File: src/hw/rtl/kcl_pkg.sv
package kcl_pkg;

  // Default number of symbols in a code
  localparam int unsigned CodeLengthDef = 4;

  // Symbol encoding in the entry buffer: 0..9 digits, 10 star
  localparam int unsigned SymW = 4;

  localparam logic [3:0] KEY_STAR = 4'd9;
  localparam logic [3:0] KEY_ZERO = 4'd10;
  localparam logic [3:0] KEY_HASH = 4'd11;

  localparam logic [SymW-1:0] SYM_ZERO      = 4'd0;
  localparam logic [SymW-1:0] SYM_DIGIT_MAX = 4'd9;
  localparam logic [SymW-1:0] SYM_STAR      = 4'd10;

  localparam logic MODE_KEY  = 1'b0;
  localparam logic MODE_TICK = 1'b1;

  localparam logic [2:0] ERR_MAX = 3'd7;

  // Configuration register indexes
  localparam logic REG_LOCKOUT_TICKS = 1'b0;
  localparam logic REG_MAX_ERRORS    = 1'b1;

  localparam logic [15:0] LOCKOUT_TICKS_RST = 16'd5000;
  localparam logic [2:0]  MAX_ERRORS_RST    = 3'd3;

  typedef struct packed {
    logic        edit_mode;
    logic [2:0]  wrong_attempts;
    logic [15:0] lockout_remaining;
  } kcl_ctrl_t;

  typedef struct packed {
    logic       unlock;
    logic       wrong_code;
    logic       code_changed;
    logic       invalid_code;
    logic       locked_out;
    logic       editing;
    logic [2:0] error_count;
  } kcl_result_t;

endpackage

File: src/hw/rtl/kcl_if.sv
interface kcl_in_if;
  logic       valid;
  logic       ready;
  logic       mode;
  logic [3:0] key_index;

  modport source (output valid, output mode, output key_index, input ready);
  modport sink   (input valid, input mode, input key_index, output ready);
endinterface

interface kcl_out_if;
  logic       valid;
  logic       ready;
  logic       unlock;
  logic       wrong_code;
  logic       code_changed;
  logic       invalid_code;
  logic       locked_out;
  logic       editing;
  logic [2:0] error_count;

  modport source (output valid, output unlock, output wrong_code, output code_changed,
                  output invalid_code, output locked_out, output editing,
                  output error_count, input ready);
  modport sink   (input valid, input unlock, input wrong_code, input code_changed,
                  input invalid_code, input locked_out, input editing,
                  input error_count, output ready);
endinterface

File: src/hw/rtl/keypad_code_lock.sv
// Keypad combination lock. Each input transfer is a key press (mode 0, key
// index in scan order: 0-8 digits 1-9, 9 star, 10 digit 0, 11 hash) or a time
// tick (mode 1); each one yields exactly one result transfer carrying event
// flags, edit mode and the wrong-attempt count. Throughput is one item per
// clock: the whole step is a single combinational pass from the state
// registers into the result register, and the input stays ready while the
// result register is empty or being drained, so the result is valid in the
// next cycle. Configuration (lockout length, error limit) is written via the
// plain write port; the user must do so while idle (the block does not check).
module keypad_code_lock
  import kcl_pkg::*;
#(
  parameter int unsigned CodeLength = CodeLengthDef
) (
  input  logic        clk_i,
  input  logic        rst_ni,
  kcl_in_if.sink      in_i,
  kcl_out_if.source   out_o,
  input  logic        cfg_we_i,
  input  logic        cfg_index_i,
  input  logic [15:0] cfg_wdata_i
);

  localparam int unsigned PosW = $clog2(CodeLength);

  // Lock state
  kcl_ctrl_t       ctrl_q, ctrl_d;
  logic [PosW-1:0] pos_q, pos_d;
  logic [SymW-1:0] entry_q [CodeLength];
  logic [SymW-1:0] entry_d [CodeLength];
  logic [SymW-1:0] code_q  [CodeLength];
  logic [SymW-1:0] code_d  [CodeLength];

  // Config registers
  logic [15:0] lockout_ticks_q;
  logic [2:0]  max_errors_q;

  // Result register
  kcl_result_t res_d, res_q;
  logic        out_valid_q;

  logic in_xfer;

  // Take a new item whenever the result slot is free or drains this cycle
  assign in_i.ready = !out_valid_q || out_o.ready;
  assign in_xfer    = in_i.valid && in_i.ready;

  kcl_step #(
    .CodeLength(CodeLength)
  ) u_step (
    .mode_i         (in_i.mode),
    .key_index_i    (in_i.key_index),
    .ctrl_q_i       (ctrl_q),
    .pos_q_i        (pos_q),
    .entry_q_i      (entry_q),
    .code_q_i       (code_q),
    .lockout_ticks_i(lockout_ticks_q),
    .max_errors_i   (max_errors_q),
    .ctrl_d_o       (ctrl_d),
    .pos_d_o        (pos_d),
    .entry_d_o      (entry_d),
    .code_d_o       (code_d),
    .res_o          (res_d)
  );

  // State advances only on an input transfer
  always_ff @(posedge clk_i or negedge rst_ni) begin
    if (!rst_ni) begin
      ctrl_q <= '0;
      pos_q  <= '0;
      for (int i = 0; i < CodeLength; i++) begin
        entry_q[i] <= SYM_ZERO;
        code_q[i]  <= SYM_ZERO;
      end
    end else if (in_xfer) begin
      ctrl_q  <= ctrl_d;
      pos_q   <= pos_d;
      entry_q <= entry_d;
      code_q  <= code_d;
    end
  end

  // Config writes; unused data bits are dropped
  always_ff @(posedge clk_i or negedge rst_ni) begin
    if (!rst_ni) begin
      lockout_ticks_q <= LOCKOUT_TICKS_RST;
      max_errors_q    <= MAX_ERRORS_RST;
    end else if (cfg_we_i) begin
      case (cfg_index_i)
        REG_LOCKOUT_TICKS: lockout_ticks_q <= cfg_wdata_i;
        REG_MAX_ERRORS:    max_errors_q    <= cfg_wdata_i[2:0];
        default: ;
      endcase
    end
  end

  // Output slot: valid control is reset, payload is not
  always_ff @(posedge clk_i or negedge rst_ni) begin
    if (!rst_ni) begin
      out_valid_q <= 1'b0;
    end else if (in_xfer) begin
      out_valid_q <= 1'b1;
    end else if (out_o.ready) begin
      out_valid_q <= 1'b0;
    end
  end

  always_ff @(posedge clk_i) begin
    if (in_xfer) begin
      res_q <= res_d;
    end
  end

  assign out_o.valid        = out_valid_q;
  assign out_o.unlock       = res_q.unlock;
  assign out_o.wrong_code   = res_q.wrong_code;
  assign out_o.code_changed = res_q.code_changed;
  assign out_o.invalid_code = res_q.invalid_code;
  assign out_o.locked_out   = res_q.locked_out;
  assign out_o.editing      = res_q.editing;
  assign out_o.error_count  = res_q.error_count;

endmodule

File: src/hw/rtl/kcl_step.sv
// Next-state and result logic for one key press or tick.
module kcl_step
  import kcl_pkg::*;
#(
  parameter int unsigned CodeLength = CodeLengthDef,
  localparam int unsigned PosW = $clog2(CodeLength)
) (
  input  logic                 mode_i,
  input  logic [3:0]           key_index_i,
  input  kcl_ctrl_t            ctrl_q_i,
  input  logic [PosW-1:0]      pos_q_i,
  input  logic [SymW-1:0]      entry_q_i [CodeLength],
  input  logic [SymW-1:0]      code_q_i  [CodeLength],
  input  logic [15:0]          lockout_ticks_i,
  input  logic [2:0]           max_errors_i,
  output kcl_ctrl_t            ctrl_d_o,
  output logic [PosW-1:0]      pos_d_o,
  output logic [SymW-1:0]      entry_d_o [CodeLength],
  output logic [SymW-1:0]      code_d_o  [CodeLength],
  output kcl_result_t          res_o
);

  logic            same;
  logic            all_digits;
  logic [SymW-1:0] sym;
  logic [2:0]      errs_inc;
  logic [PosW-1:0] pos_next;

  always_comb begin
    same       = 1'b1;
    all_digits = 1'b1;
    for (int i = 0; i < CodeLength; i++) begin
      if (entry_q_i[i] != code_q_i[i]) same = 1'b0;
      if (entry_q_i[i] > SYM_DIGIT_MAX) all_digits = 1'b0;
    end
  end

  always_comb begin
    if (key_index_i < KEY_STAR) begin
      sym = key_index_i + 4'd1;
    end else if (key_index_i == KEY_ZERO) begin
      sym = SYM_ZERO;
    end else begin
      sym = SYM_STAR;
    end
  end

  assign errs_inc = (ctrl_q_i.wrong_attempts == ERR_MAX) ? ERR_MAX
                                                         : ctrl_q_i.wrong_attempts + 3'd1;
  assign pos_next = (pos_q_i == PosW'(CodeLength - 1)) ? '0 : pos_q_i + PosW'(1);

  always_comb begin
    ctrl_d_o  = ctrl_q_i;
    pos_d_o   = pos_q_i;
    entry_d_o = entry_q_i;
    code_d_o  = code_q_i;
    res_o     = '0;

    if (mode_i == MODE_TICK) begin
      if (ctrl_q_i.lockout_remaining != '0) begin
        ctrl_d_o.lockout_remaining = ctrl_q_i.lockout_remaining - 16'd1;
        if (ctrl_q_i.lockout_remaining == 16'd1) ctrl_d_o.wrong_attempts = '0;
      end
    end else if (ctrl_q_i.lockout_remaining != '0) begin
      res_o.locked_out = 1'b1;
    end else if (key_index_i <= KEY_HASH) begin
      if (!ctrl_q_i.edit_mode) begin
        if (key_index_i == KEY_HASH) begin
          ctrl_d_o.edit_mode = 1'b1;
          pos_d_o            = '0;
        end else if (key_index_i == KEY_STAR) begin
          pos_d_o = '0;
          if (same) begin
            res_o.unlock            = 1'b1;
            ctrl_d_o.wrong_attempts = '0;
            for (int i = 0; i < CodeLength; i++) entry_d_o[i] = SYM_ZERO;
          end else begin
            res_o.wrong_code        = 1'b1;
            ctrl_d_o.wrong_attempts = errs_inc;
            if (errs_inc >= max_errors_i) begin
              ctrl_d_o.lockout_remaining = lockout_ticks_i;
              // zero-length lockout: clear the count right away
              if (lockout_ticks_i == '0) ctrl_d_o.wrong_attempts = '0;
            end
          end
        end else begin
          entry_d_o[pos_q_i] = sym;
          pos_d_o            = pos_next;
        end
      end else begin
        if (key_index_i == KEY_HASH) begin
          pos_d_o = '0;
          if (all_digits) begin
            code_d_o           = entry_q_i;
            res_o.code_changed = 1'b1;
            ctrl_d_o.edit_mode = 1'b0;
          end else begin
            res_o.invalid_code = 1'b1;
          end
        end else begin
          entry_d_o[pos_q_i] = sym;
          pos_d_o            = pos_next;
        end
      end
    end

    res_o.editing     = ctrl_d_o.edit_mode;
    res_o.error_count = ctrl_d_o.wrong_attempts;
  end

endmodule

File: src/flat_wrapper.sv
// flat-port wrapper written by rule: the top's interface ports become plain ports
module keypad_code_lock_flat import kcl_pkg::*;
#(
  parameter int unsigned CodeLength = CodeLengthDef
)
  (clk_i, rst_ni, cfg_we_i, cfg_index_i, cfg_wdata_i, in_i_valid, in_i_mode, in_i_key_index, in_i_ready, out_o_valid, out_o_unlock, out_o_wrong_code, out_o_code_changed, out_o_invalid_code, out_o_locked_out, out_o_editing, out_o_error_count, out_o_ready);
  kcl_in_if in_i_i ();
  kcl_out_if out_o_i ();
  input  logic clk_i;
  input  logic rst_ni;
  input  logic cfg_we_i;
  input  logic cfg_index_i;
  input  logic [15:0] cfg_wdata_i;
  input wire logic [$bits(in_i_i.valid)-1:0] in_i_valid;
  input wire logic [$bits(in_i_i.mode)-1:0] in_i_mode;
  input wire logic [$bits(in_i_i.key_index)-1:0] in_i_key_index;
  output wire logic [$bits(in_i_i.ready)-1:0] in_i_ready;
  output wire logic [$bits(out_o_i.valid)-1:0] out_o_valid;
  output wire logic [$bits(out_o_i.unlock)-1:0] out_o_unlock;
  output wire logic [$bits(out_o_i.wrong_code)-1:0] out_o_wrong_code;
  output wire logic [$bits(out_o_i.code_changed)-1:0] out_o_code_changed;
  output wire logic [$bits(out_o_i.invalid_code)-1:0] out_o_invalid_code;
  output wire logic [$bits(out_o_i.locked_out)-1:0] out_o_locked_out;
  output wire logic [$bits(out_o_i.editing)-1:0] out_o_editing;
  output wire logic [$bits(out_o_i.error_count)-1:0] out_o_error_count;
  input wire logic [$bits(out_o_i.ready)-1:0] out_o_ready;
  assign in_i_i.valid = in_i_valid;
  assign in_i_i.mode = in_i_mode;
  assign in_i_i.key_index = in_i_key_index;
  assign in_i_ready = in_i_i.ready;
  assign out_o_valid = out_o_i.valid;
  assign out_o_unlock = out_o_i.unlock;
  assign out_o_wrong_code = out_o_i.wrong_code;
  assign out_o_code_changed = out_o_i.code_changed;
  assign out_o_invalid_code = out_o_i.invalid_code;
  assign out_o_locked_out = out_o_i.locked_out;
  assign out_o_editing = out_o_i.editing;
  assign out_o_error_count = out_o_i.error_count;
  assign out_o_i.ready = out_o_ready;
  keypad_code_lock #(.CodeLength(CodeLength)) u_core (.clk_i(clk_i), .rst_ni(rst_ni), .in_i(in_i_i), .out_o(out_o_i), .cfg_we_i(cfg_we_i), .cfg_index_i(cfg_index_i), .cfg_wdata_i(cfg_wdata_i));
endmodule
File: config.mk
export PLATFORM = sky130hd
export DESIGN_NAME = keypad_code_lock_flat
export DESIGN_NICKNAME = d
export VERILOG_FILES = /design/src/hw/rtl/kcl_pkg.sv /design/src/hw/rtl/kcl_if.sv /design/src/hw/rtl/keypad_code_lock.sv /design/src/hw/rtl/kcl_step.sv /design/src/flat_wrapper.sv
export SDC_FILE = /design/constraint.sdc
export NUM_CORES = 1
export LEC_CHECK = 0
export ABC_AREA = 0
export BUFFER_PORTS_ARGS = -buffer_cell sky130_fd_sc_hd__buf_2
export CELL_PAD_IN_SITES_DETAIL_PLACEMENT = 1
export CELL_PAD_IN_SITES_GLOBAL_PLACEMENT = 2
export CORE_AREA = 2 2 126 91
export DETAILED_ROUTE_END_ITERATION = 12
export DIE_AREA = 0 0 128 93
export GPL_TIMING_DRIVEN = 1
export PLACE_DENSITY = 0.94
export SLEW_MARGIN = 20
export SYNTH_ARGS = -nofsm -noshare
export SYNTH_HDL_FRONTEND = slang
export SYNTH_SLANG_ARGS = --single-unit
File: constraint.sdc
create_clock -name clk_i -period 5.9 [get_ports clk_i]
set_input_delay 0 -clock clk_i [delete_from_list [all_inputs] [get_ports clk_i]]
set_output_delay 0 -clock clk_i [all_outputs]
set_load 0.02 [all_outputs]
; ---- After elaboration in Yosys (flattened, before gate mapping)
; Cells that the tools add are included.
[op_classes]
addsub = 4
order_cmp = 9
eq_ne = 16
n_mux = 47
n_bitwise = 8
n_reduce_logical = 18
[op_table]
columns = cell, count
row1 = $mux 19, 6
row2 = $mux 16, 6
row3 = $mux 20, 2
row4 = $mux 1, 19
row5 = $bwmux 16, 1
row6 = $eq 16x1->1 const B, 1
row7 = $gt 4x4->1 const B, 4
row8 = $logic_not 16->1, 1
row9 = $ne 4x4->1, 4
row10 = $reduce_bool 16->1, 1
row11 = $sub 16x1->16 const B, 1
row12 = $eq 4x4->1 const B, 3
row13 = $mux 3, 4
row14 = $mux 4, 3
row15 = $mux 2, 5
row16 = $reduce_and 9->1, 1
row17 = $demux 4 s2, 1
row18 = $ne 2x2->1 const B, 4
row19 = $reduce_bool 2->1, 4
row20 = $not 1->1, 7
row21 = $reduce_and 7->1, 1
row22 = $reduce_and 6->1, 1
row23 = $reduce_or 6->1, 1
row24 = $reduce_or 5->1, 1
row25 = other kinds (18), 20
[word_totals]
ff_bits = 83
input_bits = 27
output_inout_bits = 11

; ---- Depth between registers and ports, before layout
; Gate-level depths: netlist of run 1.
[logic_depth]
depth_word = 12
ltp_mapped = 12

; ---- Modules after synthesis
; A second synthesis of run 1 with hierarchy kept.
[unflattened]
cells_unflattened = 453
hier_area_um2 = 5318.9
[by_module_without_submodules]
columns = module, instances, cells_each, area_each_um2, seq_area_each_um2
row1 = keypad_code_lock, 1, 169, 3260.6, 2130.8
row2 = kcl_step, 1, 284, 2058.2, 0.0

; ---- Worst setup path before layout of run 1
; No wires, ideal clock.
[synth_timing]
kind = reg-to-reg
startpoint = register u_core.ctrl_q[16] (netlist bit)
endpoint = register u_core.ctrl_q[0] (netlist bit)
arrival_ns = 2.215
t_required_ns = 5.768
slack_ns = 3.553
path_stages_with_launch = 12
synth_period_minus_slack_ns = 2.347
cell_sequence = dfrtp_1 -> ha_1 -> or2_2 -> ha_1 -> a21oi_1 -> o21ai_0 -> and3_1 -> and2b_1 -> buf_4 -> buf_6 -> a22oi_1 -> o21ai_1
[synth_via]
elab_chain_len = 5
word_cells_on_any_way = 6
classes_between = add/sub: 1 / order compare: 1 / eq/ne: 1 / mux: 1 / reduce/logical: 2
[synth_lines]
columns = item, line
row1 = start: declaration, keypad_code_lock.sv:27  ; kcl_ctrl_t ctrl_q, ctrl_d;
row2 = start signal: assignment, keypad_code_lock.sv:76  ; ctrl_q <= ctrl_d;
row3 = $add 3x1->3 or $eq 3x3->1 (tied branches), "kcl_step.sv:49, kcl_step.sv:48"
row4 = $mux 3 *, kcl_step.sv:48  ; assign errs_inc = (ctrl_q_i.wrong_attempts == ERR_MAX) ? ERR_MAX
row5 = $ge 3x3->1 *, kcl_step.sv:80  ; if (errs_inc >= max_errors_i) begin
row6 = $reduce_bool 2->1 (no line) *, n/a
row7 = $reduce_and 9->1 (no line) *, n/a
; Mark *: on every way between the ends. The rest lies on a longest branch, timed or not.
; A chain may end at the register's enable or synchronous reset.

; ---- Worst setup path after layout of run 1
[layout_timing]
startpoint = register u_core.ctrl_q[16] (netlist bit)
endpoint = register u_core.ctrl_q[11] (netlist bit)
; The elaborated chain is that of the path after synthesis.

==> impl_results.md, run 1 <==
- Status: finished, final reports clean
- Via density per instance: just under 6
- Clock sinks: slightly above 80
- Largest cells by area after synthesis: dfrtp_1 38%, mux2_2 8.9%, edfxtp_1 6.1%
- Clock transition at the registers of the reported paths: about 0.06 ns
- CTS max path bufs: 2
- Endpoints failing setup: 0
- Mapped Nets: 456
- WHS: between 0.09 and 0.1 ns
- Via count: about 3500
- Least-Margin Pin Slew: 0.936 ns
- Max rail drop VDD: approximately 250 uV
- Fin nets: slightly above 500
- Number of buffers added on ports: 37
- N_diodes: 0
- IO Pins: 38
- Core Area: around 0.011 mm2
- DRC viols: 0
- Worst hold-check path type: primary input to register
- Starting DRC count in detailed routing: approximately 240
- Initial antenna violation count: 0
- CP most frequent cell: ha_1
- Slowest CP cell: and2b_1
- CP max FO: 16
- Area grow syn2layout: 18.5%
- Post-DRT Antenna Nets: 0
- Slew Limit Fails: 0
- Worst-path cell chain: ha_1 -> or2_2 -> ha_1 -> nand2_1 -> o21ai_0 -> and3_1 -> and2b_1 -> a21oi_1 -> o21ai_1
- Mux cell area share after synthesis: 0.0985
- DIE AREA: approximately 0.012 mm2
- Largest net degree at the start of global routing: 75
- Gr usage total: 0.213
- Worst skew pair latency: between 0.3 and 0.4 ns
- Yosys warns: 0
- Ys flop type: dfrtp_1
- Root Driver: clkbuf_16
- Post-synthesis compound-gate area fraction: 0.147
- Post-Synth XOR/XNOR Area: 0.0338
- Initial Util: 0.411
- Slew margin rel.: 0.376
- Post-synthesis cell area: 0.00441 mm2
- Post-layout min period: 2.82 ns
- Die Y: between 90 and 100 um
- Simple-gate share of the synthesized area: 0.170
- DIE WIDTH: between 100 and 150 um
- Fraction of layout cells with a size suffix above 1: 0.230
- CTS tree: built
- Max-Cap Viols: 0
- Post-synth EDFFs: 9
- First-pass GRT wire length: between 15 and 20 mm
- Crit path kind: register to register
- Clk_skew: between 0.01 and 0.015 ns
- Syn Inst Count: around 420
- Cell taking the most area after synthesis: dfrtp_1
- RSZ-0062 raised after global routing: no
- Post-CTS setup buffers: 0
- Vias in the first global route: around 3600
- Largest family of logic cells by synthesized area: simple AND/OR/NAND/NOR gates
- Arrival @ worst endpoint: 3.08 ns
- CP max stage delay: 0.53 ns
- Htree depth: 3
- Routability congestion estimate: about 0.88
- Data required time of the worst path: about 6.2 ns
- TritonRoute pass-1 iters: 4
- Flop2flop setup slack: approximately 3.1 ns
- Power density cells: ~420 mW/mm2
- GRT overflow: 0
- Total of fill cells in the finished design: roughly 1200
- Final period util: 0.478
- Num rows: 32
- Crit end category: register
- Fmax: 355 MHz
- Sequential element share of the synthesized area: 0.484
- Synth top area share: 0.380
- TritonCTS buffer count: 9
- Fin. Hold Viols: 0
- Pleak: 2.34 nW
- Avg Inst Size Synth: 10.6 um2
- Post-Route WL: around 12 mm
- Routed len/inst: 19.5 um
- Synth async-reset ratio: 0.892
- Post-synth cell types: between 50 and 60
- Area share of fa/ha/maj cells after synthesis: 0.0398
- Yosys reg bits: just over 80
- Critical Path Source Type: register
- Detailed placer's ending HPWL: approximately 8.5 mm
- Fin Setup TNS: 0 ns
-- state kept, by name (all words and copies together) (netlist names) --
| name | count |
|---|---|
| u_core.code_q | 16 |
| u_core.ctrl_q | 20 |
| u_core.entry_q | 16 |
| u_core.lockout_ticks_q | 16 |
| u_core.max_errors_q | 3 |
| u_core.out_o.code_changed | 1 |
| u_core.out_o.editing | 1 |
| u_core.out_o.error_count | 3 |
| u_core.out_o.invalid_code | 1 |
| u_core.out_o.locked_out | 1 |
| u_core.out_o.unlock | 1 |
| u_core.out_o.valid | 1 |
| u_core.out_o.wrong_code | 1 |
| u_core.pos_q | 2 |
-- synthesized netlist by cell type, types with 2 or more instances --
master,count
clkbuf_1,5
a31oi_1,2
or4_4,2
or4_1,2
mux2_2,35
mux2i_1,4
nand4_1,6
xor2_1,16
dfstp_2,7
nor3_1,8
o21ai_1,25
a22oi_1,4
a21oi_1,27
o211ai_1,2
a21boi_0,3
o31ai_1,2
nor2_1,33
ha_1,14
nor3b_1,3
inv_1,13
edfxtp_1,9
nor4_2,2
nor4_1,14
o21ai_0,18
nand2_1,19
nand2b_1,9
a22o_1,16
nand3_1,5
and2_1,2
dfrtp_1,67
nor2b_1,8
buf_2,5
a211oi_1,3
nor3_2,2
-- layout by cell type, fill, tap and decap left out, types with 2 or more instances in the layout --
cell type,netlist,routed
or4_4,2,2
o31ai_1,2,2
nand2_1,19,19
inv_1,13,13
mux2_2,35,35
nor4_1,14,14
o211ai_1,2,2
xor2_1,16,16
o21ai_0,18,18
nor2b_1,8,8
dfstp_2,7,7
clkinv_4,0,3
a22oi_1,4,4
nor4_2,2,2
nand3_1,5,5
a31oi_1,2,2
a21oi_1,27,27
a22o_1,16,16
and2_1,2,2
clkbuf_16,0,9
a21boi_0,3,3
nor3b_1,3,3
nand4_1,6,6
dlygate4sd3_1,0,19
ha_1,14,14
or4_1,2,2
buf_4,1,4
nand2b_1,9,9
a211oi_1,3,3
mux2i_1,4,4
buf_2,5,37
nor3_1,8,8
edfxtp_1,9,9
nor2_1,33,33
nor3_2,2,2
dfrtp_1,67,67
o21ai_1,25,25
-- metal layers --
metal  routed length, um  vias up  track usage
met5                   0        -            0
met4                  47        0       0.0421
met3                 591        6       0.0446
met2                5560       83        0.332
met1                5790     1806        0.311
li1                    -     1651            -
-- through the flow --
stage | instances | utilization | power (W) | setup slack (ns) | cell area (um2)
final | 614 | 0.487 | 0.00218 | 3.08 | 5220
after global routing | 614 | 0.487 | 0.00231 | 2.82 | 5220
after CTS | 614 | 0.487 | 0.00219 | 3.08 | 5220
after detailed placement | 579 | 0.440 | 0.00159 | 3.13 | 4730
after global placement | 579 | 0.440 | 0.00155 | 3.17 | 4730
after floorplan | 415 | - | 0.00136 | 3.55 | 4410
-- kinds of logic (layout without fill, tap and decap cells) --
family                     count (synthesis)  after routing
and+or+nand+nor                          129            129
muxes                                     39             39
buffers and inverters                     27             90
DFF                                       83             83
AOI/OAI and AO/OA                        106            106
xor gates and xnor gates                  17             17
adders and majority gates                 14             14
-- layout make-up --
| cell class | count | area, um2 | area share |
|---|---|---|---|
| clock buffer | 11 | 243 | 0.0465 |
| clock inverter | 5 | 63.8 | 0.0122 |
| multi-input combinational | 305 | 2160 | 0.413 |
| sequential | 83 | 2130 | 0.408 |
| inverter | 14 | 52.6 | 0.0101 |
| timing repair buffer | 60 | 405 | 0.0776 |
| tap | 136 | 170 | 0.0326 |
-- where the power goes --
group,internal [W],switching (W)
Clock,0.000342,0.000228
Sequential,0.000692,0.000138
Combinational,0.000298,0.000485
-- critical path: cells and delay by family, from the launching register on --
| family | cells | cell delay, ns |
|---|---|---|
| flops | 1 | 0.44 |
| simple gates | 4 | 1.12 |
| fa+ha+maj | 2 | 0.59 |
| compound gates | 3 | 0.58 |
-- what timing repair did --
action,in CTS,in global routing
setup endpoints to repair,0,0
gates resized for setup,0,0
hold endpoints to repair,87,0
hold buffers,19,0
-- final timing paths --
check,start,to,cells after the start
setup / recovery,u_core.ctrl_q[16],u_core.ctrl_q[11],9
hold / removal,cfg_index_i,u_core.max_errors_q[2],3
setup reg to reg,u_core.ctrl_q[16],u_core.ctrl_q[11],9
hold reg to reg,u_core.max_errors_q[2],u_core.max_errors_q[2],1
max in group asynchronous,rst_ni,u_core.ctrl_q[17],3
min in group asynchronous,rst_ni,u_core.code_q[1],3
Note: power is estimated with default switching activity, not from simulation.
==> run 2: changes to the inputs <==
--- a/config.mk
+++ b/config.mk
@@ -9,11 +9,11 @@
 export BUFFER_PORTS_ARGS = -buffer_cell sky130_fd_sc_hd__buf_2
 export CELL_PAD_IN_SITES_DETAIL_PLACEMENT = 1
 export CELL_PAD_IN_SITES_GLOBAL_PLACEMENT = 2
-export CORE_AREA = 2 2 126 91
+export CORE_AREA = 2 2 131 94
 export DETAILED_ROUTE_END_ITERATION = 12
-export DIE_AREA = 0 0 128 93
+export DIE_AREA = 0 0 133 96
 export GPL_TIMING_DRIVEN = 1
-export PLACE_DENSITY = 0.94
+export PLACE_DENSITY = 0.89
 export SLEW_MARGIN = 20
 export SYNTH_ARGS = -nofsm -noshare
 export SYNTH_HDL_FRONTEND = slang
==> constraint.sdc (replaced) <==
create_clock -name clk_i -period 2.6 [get_ports clk_i]
set_input_delay 0 -clock clk_i [delete_from_list [all_inputs] [get_ports clk_i]]
set_output_delay 0 -clock clk_i [all_outputs]
set_load 0.02 [all_outputs]
==> impl_results.md, run 2 (synthesis gave the netlist of run 1 again) <==
- Max rail drop VDD: 399 uV (+59%)
- Area grow syn2layout: 23.1%
- Via density per instance: 5.42 (-6.2%)
- GRT overflow: 0 (unchanged)
- Initial antenna violation count: 0 (unchanged)
- Crit path kind: register to register
- Root Driver: clkbuf_16
- Total of fill cells in the finished design: 1264 (+6.3%)
- Htree depth: 3 (unchanged)
- CTS max path bufs: 2 (unchanged)
- Max reg flops: 20 (unchanged)
- Data required time of the worst path: 2.81 ns (-3.35 ns)
- Max Used Layer: met4
- Routed wl met2: 5.19 mm (-6.6%)
- N_diodes: 0 (unchanged)
- Core Area: 0.0115 mm2 (+7.4%)
- Fmax: 398 MHz (+12%)
- Clock sinks: 83 (unchanged)
- DIE WIDTH: 133 um (+3.9%)
- Routability congestion estimate: 0.866 (-1.2%)
- Power density cells: 942 mW/mm2 (+130%)
- Most frequent cells in the layout: 67 x dfrtp_1, 37 x buf_2, 35 x mux2_2
- Endpoints failing setup: 0 (unchanged)
- Area of the multi-input gates: 0.00219 mm2 (+1.4%)
- Slew margin rel.: 0.690 (+0.314)
- Fin nets: 532 (+3.5%)
- Post-Route WL: 12.1 mm (+0.96%)
- Clock transition at the registers of the reported paths: 0.06 ns (about the same)
- Starting DRC count in detailed routing: 188 (-23%)
- Post-DRT Antenna Nets: 0 (unchanged)
- Fin Setup TNS: 0 ns (unchanged)
- Number of buffers added on ports: 37 (unchanged)
- CP max FO: 32 (+16)
- Via count: 3539 (-0.20%)
- CP max stage delay: 0.48 ns (-0.05 ns)
- Clk_skew: 0.00936 ns (-0.000877 ns)
- Post-layout util: 0.471 (-0.0160)
- DIE AREA: 0.0128 mm2 (+7.3%)
- TritonRoute pass-1 iters: 4 (unchanged)
- Initial Util: 0.383 (-0.0281)
- IO Pins: 38 (unchanged)
- Vias in the first global route: 3676 (+0.80%)
- Least-Margin Pin Slew: 0.459 ns (-0.477 ns)
- Largest reg by FF count: u_core.ctrl_q
- Final period util: 0.966 (+0.489)
- Slew Limit Fails: 0 (unchanged)
- DRC viols: 0 (unchanged)
- Met1 wire length: 6.39 mm (+10%)
- CTS tree: built
- Fin. Hold Viols: 0 (unchanged)
- Fraction of layout cells with a size suffix above 1: 0.272 (+0.0421)
- Gr usage total: 0.201 (-0.0121)
- Setup WS post-layout: 0.0875 ns (-3.00 ns)
- Arrival @ worst endpoint: 2.73 ns (-0.35 ns)
- Num rows: 33 (+3.1%)
- Critical Path Source Type: register
- Worst-path cell chain: inv_1 -> ha_2 -> or4b_4 -> nor4_4 -> and3_4 -> o221ai_2 -> buf_12 -> o31ai_2 -> o21ai_1
- Register area: 0.00213 mm2 (unchanged)
- TritonCTS buffer count: 9 (unchanged)
- First-pass GRT wire length: 19.8 mm (+0.95%)
- Buf+Inv Stages, Crit Path: 2 (+2)
- Top delay family on crit path: simple AND/OR/NAND/NOR gates
- Crit end category: register
- Detailed placer's ending HPWL: 8.79 mm (+3.6%)
- Worst slack at placement: 0.0541 ns (-3.08 ns)
- Largest net degree at the start of global routing: 58 (-23%)
- RSZ-0062 raised after global routing: yes
- Worst hold-check path type: primary input to register
- Status: finished, final reports clean
- Slowest CP cell: or4b_4
- Post-layout min period: 2.51 ns (-0.305 ns)
- Pleak: 2.42 nW (+3.3%)
- Commonest non-fill, non-tap cell in the layout: dfrtp_1
- Die Y: 96 um (+3.2%)
- Met3 routed WL: 376 um (-36%)
- Routed len/inst: 18.5 um (-5.1%)
- Worst skew pair latency: 0.34 ns (about the same)
- Max-Cap Viols: 0 (unchanged)
## run 2: report_power, final
group | switching [W] | total (W) | internal [W]
Clock | 0.000555 | 0.00121 | 0.000656
Sequential | 0.000320 | 0.00189 | 0.00157
Combinational | 0.00116 | 0.00201 | 0.000843
Total | 0.00204 | 0.00511 | 0.00307
## run 2: metal layers
metal / track usage / vias to the layer above
li1: - / 1682
met1: 0.299 / 1778
met3: 0.0311 / 13
met2: 0.305 / 66
met5: 0 / -
met4: 0.0556 / 0
## run 2: area by class of cell
| cell class | instances | area share |
|---|---|---|
| clock buffers | 10 | 0.0422 |
| well taps | 157 | 0.0362 |
| inverters | 14 | 0.00969 |
| clock inverters | 6 | 0.00900 |
| flip-flops and latches | 83 | 0.393 |
| multi-input cells | 305 | 0.403 |
| repair buffers | 78 | 0.107 |
## run 2: tightest hold or removal path: stages
cell,delay (ns)
buf_2,0.11
nand2_1,0.12
mux2_2,0.17
## run 2: final timing paths
kind / from / endpoint / slack [ns] / cells past startpoint
worst max-delay path: u_core.ctrl_q[0] / u_core.ctrl_q[15] / 0.09 / 9
worst min-delay path: cfg_index_i / u_core.max_errors_q[1] / 0.09 / 3
worst max register to register: u_core.ctrl_q[0] / u_core.ctrl_q[15] / 0.09 / 9
worst min register to register: u_core.code_q[1] / u_core.code_q[1] / 0.53 / 1
max in group asynchronous: rst_ni / u_core.lockout_ticks_q[9] / 1.77 / 3
min in group asynchronous: rst_ni / u_core.lockout_ticks_q[15] / 0.14 / 2
## run 2: through the flow
step,std cells,power [W],hold slack (ns),cell area [um2]
6_report,653,0.00511,0.0863,5420
3_5_place_dp,617,0.00379,-0.0438,4920
4_1_cts,652,0.00506,0.0793,5390
3_3_place_gp,617,0.00372,-0.0515,4920
2_1_floorplan,415,0.00308,-0.296,4410
5_1_grt,653,0.00542,0.109,5420
## run 2: what timing repair did
action                                 in CTS  in global routing
hold buffers                               19                  0
gates resized for setup                     1                  9
pin swaps                                   0                  2
setup endpoints to repair                   1                 13
buffers inserted                            0                  1
endpoints found under the hold margin      37                  0
